File: config.mk
export PLATFORM = sky130hd
export DESIGN_NAME = thb_ctrl
export DESIGN_NICKNAME = d
export VERILOG_FILES = /design/src/hdl/thb_pkg.sv /design/src/hdl/thb_ctrl.sv
export SDC_FILE = /design/constraint.sdc
export NUM_CORES = 1
export LEC_CHECK = 0
export BUFFER_PORTS_ARGS = -buffer_cell sky130_fd_sc_hd__buf_2
export CAP_MARGIN = 5
export CORE_AREA = 2 2 39 41
export CTS_CLUSTER_DIAMETER = 30
export DETAILED_ROUTE_END_ITERATION = 10
export DIE_AREA = 0 0 41 43
export PLACE_DENSITY_LB_ADDON = 0.3
export SKIP_CTS_REPAIR_TIMING = 1
export SLEW_MARGIN = 25
export SYNTH_ARGS = -nofsm -noshare
export SYNTH_HDL_FRONTEND = slang
export SYNTH_SLANG_ARGS = --single-unit
File: constraint.sdc
create_clock -name clk -period 1.6 [get_ports clk]
set_clock_uncertainty 0.2 [all_clocks]
set_input_delay 0.08 -clock clk [delete_from_list [all_inputs] [get_ports clk]]
set_output_delay 0.08 -clock clk [all_outputs]
set_load 0.02 [all_outputs]
File: src/hdl/thb_pkg.sv
`default_nettype none
// ----------------------------------------------------------------------------
// thb_pkg
// shared constants, request codes and controller/datapath interface types
// ----------------------------------------------------------------------------
package thb_pkg;

	localparam int MAX_BUCKETS = 64;
	localparam int NUM_HIST    = 3;
	localparam int BKT_W       = $clog2(MAX_BUCKETS);
	localparam int HIST_W      = 2;
	localparam int ADDR_W      = HIST_W + BKT_W;
	localparam int MEM_DEPTH   = NUM_HIST * MAX_BUCKETS;
	localparam int USED_W      = 7;
	localparam int DATA_W      = 64;
	localparam int CFG_IDX_W   = 2;
	localparam int CFG_DATA_W  = 7;

	// request codes
	localparam logic [1:0] REQ_RECORD = 2'd0;
	localparam logic [1:0] REQ_WRITE  = 2'd1;
	localparam logic [1:0] REQ_READ   = 2'd2;
	localparam logic [1:0] REQ_CLEAR  = 2'd3;

	// configuration register indexes
	localparam logic [CFG_IDX_W-1:0] REG_ENABLE = 2'd0;
	localparam logic [CFG_IDX_W-1:0] REG_USED0  = 2'd1;
	localparam logic [CFG_IDX_W-1:0] REG_USED1  = 2'd2;
	localparam logic [CFG_IDX_W-1:0] REG_USED2  = 2'd3;

	typedef struct packed {
		logic load;       // latch request fields
		logic decode;     // init result and search bounds
		logic thr_wr;     // store threshold word
		logic hist_clr;   // clear counters of histogram
		logic srch_rd;    // read threshold at midpoint
		logic srch_upd;   // narrow search window
		logic srch_end;   // bucket found
		logic rep_rd_lo;  // read previous threshold and counter
		logic rep_rd_hi;  // lower bound, total; read own threshold
		logic rep_fin;    // upper bound, counter write back
	} thb_cmd_t;

	typedef struct packed {
		logic [1:0] req;
		logic       bad_metric;
		logic       hist_on;
		logic       sel_beyond;
		logic       search_more;
	} thb_stat_t;

endpackage
`default_nettype wire

File: src/hdl/thb_ctrl.sv
`default_nettype none
// ----------------------------------------------------------------------------
// thb_ctrl
// request sequencer: decode, binary search steps, bucket report, result beat
// ----------------------------------------------------------------------------
module thb_ctrl (
	input  wire logic             clk,
	input  wire logic             arst_n,
	input  wire logic             start,
	input  wire thb_pkg::thb_stat_t stat,
	output thb_pkg::thb_cmd_t     cmd,
	output logic                  busy,
	output logic                  done
);

	localparam logic [2:0] ST_IDLE = 3'd0;
	localparam logic [2:0] ST_DEC  = 3'd1;
	localparam logic [2:0] ST_SRCH = 3'd2;
	localparam logic [2:0] ST_SCMP = 3'd3;
	localparam logic [2:0] ST_RDLO = 3'd4;
	localparam logic [2:0] ST_RDHI = 3'd5;
	localparam logic [2:0] ST_FIN  = 3'd6;
	localparam logic [2:0] ST_OUT  = 3'd7;

	logic [2:0] state_q;
	logic [2:0] state_nxt;

	always_comb begin
		cmd       = '0;
		state_nxt = state_q;
		case (state_q)
			ST_IDLE: begin
				if (start) begin
					cmd.load  = 1'b1;
					state_nxt = ST_DEC;
				end
			end
			ST_DEC: begin
				cmd.decode = 1'b1;
				state_nxt  = ST_OUT;
				if (!stat.bad_metric) begin
					case (stat.req)
						thb_pkg::REQ_WRITE: cmd.thr_wr = 1'b1;
						thb_pkg::REQ_CLEAR: cmd.hist_clr = 1'b1;
						thb_pkg::REQ_RECORD: begin
							if (stat.hist_on)
								state_nxt = ST_SRCH;
						end
						default: begin
							if (stat.hist_on && !stat.sel_beyond)
								state_nxt = ST_RDLO;
						end
					endcase
				end
			end
			ST_SRCH: begin
				if (stat.search_more) begin
					cmd.srch_rd = 1'b1;
					state_nxt   = ST_SCMP;
				end else begin
					cmd.srch_end = 1'b1;
					state_nxt    = ST_RDLO;
				end
			end
			ST_SCMP: begin
				cmd.srch_upd = 1'b1;
				state_nxt    = ST_SRCH;
			end
			ST_RDLO: begin
				cmd.rep_rd_lo = 1'b1;
				state_nxt     = ST_RDHI;
			end
			ST_RDHI: begin
				cmd.rep_rd_hi = 1'b1;
				state_nxt     = ST_FIN;
			end
			ST_FIN: begin
				cmd.rep_fin = 1'b1;
				state_nxt   = ST_OUT;
			end
			ST_OUT: state_nxt = ST_IDLE;
			default: state_nxt = ST_IDLE;
		endcase
	end

	always_ff @(posedge clk or negedge arst_n) begin
		if (!arst_n) begin
			state_q <= ST_IDLE;
		end else begin
			state_q <= state_nxt;
		end
	end

	assign busy = (state_q != ST_IDLE);
	assign done = (state_q == ST_OUT);

endmodule
`default_nettype wire

==> impl_metrics.env <==
export IMPL_dr_pass1_iters=4
export IMPL_path_delay_family="simple AND/OR/NAND/NOR gates"
export IMPL_largestRegisters="state_q (3)"
export IMPL_regMostFlops="state_q"
export IMPL_largest_reg_flops=3
export IMPL_rows=14
export IMPL_rrSetupSlack_ns=0.17
export IMPL_arrival_ns=1.26
export IMPL_critPathRequiredTime_ns=1.32
export IMPL_worstHoldPathCells=4
export IMPL_violations="negative hold slack"
export IMPL_syn_avg_cell_area_um2=7.99
export IMPL_crit_type="flip-flop to primary output"
export IMPL_postRouteAntennaNets=0
export IMPL_pin_count=21
export IMPL_numCtsBuffers=3
export IMPL_htree_levels=1
export IMPL_tns_ns=0
export IMPL_place_ws_ns=0.145
export IMPL_hp_start="stat[1]"
export IMPL_finalHoldViolations=1
export IMPL_wl_per_cell_um=10.2
export IMPL_place_congestion=0.733
export IMPL_drc_errors=0
export IMPL_power_uw=933
export IMPL_fmax_ghz=0.649
export IMPL_hpwl_um=617
export IMPL_utilization_pct=37.5
export IMPL_syn_to_final_growth_pct=91.2
export IMPL_synth_cell_types=22
export IMPL_cap_violations=0
export IMPL_crit_slowest_cell="dfrtp_2"
export IMPL_diodes=0
export IMPL_dieArea_um2=1760
export IMPL_grt_max_degree=10
export IMPL_r2r_worst_path_cells=2
export IMPL_post_route_period_util_pct=96.4
export IMPL_grt_pass1_vias=278
export IMPL_ys_ff_latch=3
export IMPL_clk_latency_ns=0.23
export IMPL_coreArea_um2=1380
export IMPL_holdCritPathClass="input port to flip-flop"
export IMPL_critPathMaxStageDelay_ns=0.44
export IMPL_swShare_pct=48.3
export IMPL_pwr_density_cell_nw_per_um2=1800
export IMPL_clock_sinks=3
export IMPL_reg2reg_from="state_q[2]"
export IMPL_combPwrFrac_pct=65.0
export IMPL_slew_violations=0
export IMPL_antenna_found_initial=0
export IMPL_setup_viol=0
export IMPL_grt_usage_pct=10.1
export IMPL_via_per_inst=4.61
export IMPL_synth_warnings=0
export IMPL_holdWs_ns=-0.0139
export IMPL_crit_path_max_fanout=5
export IMPL_setup_slack_ns=0.0580
export IMPL_tightest_slew_ns=0.293
export IMPL_timing_rr_end="state_q[2]"
export IMPL_p_switching_uw=451
export IMPL_routed_wl_um=818
export IMPL_port_buffers=20
export IMPL_synth_cells=34
export IMPL_ir_drop_v=0.000772
export IMPL_p_leak_uw=0.000260
export IMPL_grt_ovfl_total=0
export IMPL_rsz0062_at_grt="false"
export IMPL_pwr_share_seq_pct=20.4
export IMPL_drtIter0Drc=5
export IMPL_syn_nets=43
export IMPL_relSlewSlack_pct=80.5
export IMPL_dieHeight_um=43
export IMPL_cts_tree="yes"
export IMPL_num_nets_final=74
export IMPL_endpoint_kind="primary output"
export IMPL_path_clk_slew_ns=0.04
export IMPL_clockBufferDepth=2
export IMPL_p_int_uw=482
export IMPL_status="finished, violations left"
export IMPL_root_buffer="clkbuf_4"
export IMPL_netlist_area_um2=272
export IMPL_min_period_ns=1.54
export IMPL_cp_start_kind="flip-flop"
export IMPL_cp_cell_sequence="nor3_4, and4bb_2, buf_6"
export IMPL_cp_num_buf_inv=1
export IMPL_initial_core_util_pct=19.6
export IMPL_vias=369
export IMPL_ys_seq_area_share_pct=27.6
export IMPL_drive_gt1_share_pct=60.9
export IMPL_clkPwrFrac_pct=14.6
export IMPL_grt_pass1_wl_mm=1.19
export IMPL_die_x_um=41
export IMPL_hold_end="state_q[0]"
## Yosys cell counts
library cell  number  area share [%]
or4b_1             1             3.7
nor3b_2            1             4.6
and4b_1            1             3.7
buf_6              1             4.1
inv_1              1             1.4
a211oi_1           1             2.8
inv_2              1             1.4
clkbuf_1           1             1.4
and4bb_2           1             4.6
o21ai_0            2             3.7
o2bb2ai_1          1             3.2
nand2_1            5             6.9
a221oi_1           1             3.2
and3_1             2             4.6
and2_1             1             2.3
and3_2             2             5.5
nor4b_1            1             3.2
nor4_1             1             2.3
dfrtp_1            3              28
nor3_1             1             1.8
nor2b_1            1             2.3
nor2_1             4             5.5
## area by class of cell
cell class / count / area, µm²
clock buffers: 4 / 26.3
fillers: 156 / 865
inverters: 2 / 7.51
multi-input cells: 27 / 208
flip-flops and latches: 3 / 77.6
well taps: 16 / 20.0
repair buffers: 28 / 180
## layout by cell type, fill, tap and decap left out
cell type,synthesis,layout
and2_1,1,1
a211oi_1,1,1
dlygate4sd3_1,0,2
o2bb2ai_1,1,1
nor2_4,0,1
nor2_1,4,3
buf_2,0,17
dfrtp_1,3,1
or4b_1,1,1
nor4_4,0,1
dfrtp_2,0,2
o21ai_0,2,2
buf_6,1,2
and4bb_2,1,1
and4b_1,1,1
a221oi_1,1,1
nor4b_1,1,1
nor3_4,0,1
and3_1,2,2
buf_4,0,7
inv_1,1,1
nor2b_1,1,1
clkbuf_4,0,3
nand2_1,5,5
nor3b_2,1,1
inv_2,1,1
and3_2,2,2
clkbuf_1,1,1
## how the worst max path moves through the flow
stage | from | end | slack (ns) | cells after the start
floorplan | state_q[2] | cmd[3] | 0.02 | 2
global placement | state_q[2] | state_q[2] | 0.16 | 2
detailed placement | state_q[2] | state_q[2] | 0.14 | 2
CTS | state_q[2] | cmd[5] | -0.08 | 4
global route | state_q[2] | cmd[7] | 0.005 | 3
finish | state_q[2] | cmd[7] | 0.06 | 3
## power groups by stage
stage,combinational [µW],clock (µW),sequential [µW]
finish,606,137,190
detailed placement,479,0,187
CTS,474,147,189
floorplan,370,0,144
global route,661,154,200
global placement,476,0,187
## worst reg2reg max path, stage by stage (launching register included)
cell and delay, ns:
dfrtp_2 0.44, or4b_1 0.51, and3_1 0.17
## routing by layer
layer | part of all wire (%) | track usage (%)
met1 | 45 | 15.2
met4 | 1.1 | 8.00
met2 | 50 | 11.9
met3 | 3.1 | 1.57
met5 | 0 | 0
## cell families (layout without fill, tap and decap cells)
family                 after synthesis  after routing  synth area share [%]
AND/OR/NAND/NOR                     22             22                  51.2
AO/OA/AOI/OAI                        5              5                  12.9
buffers and inverters                4             34                  8.29
flip-flops                           3              3                  27.6
## through the flow
step | std cells | area (µm²)
3_3_place_gp | 70 | 403
4_1_cts | 74 | 429
5_1_grt | 80 | 519
3_5_place_dp | 70 | 403
2_1_floorplan | 34 | 283
6_report | 80 | 519
No activity file was read; power rests on OpenSTA's default activity.
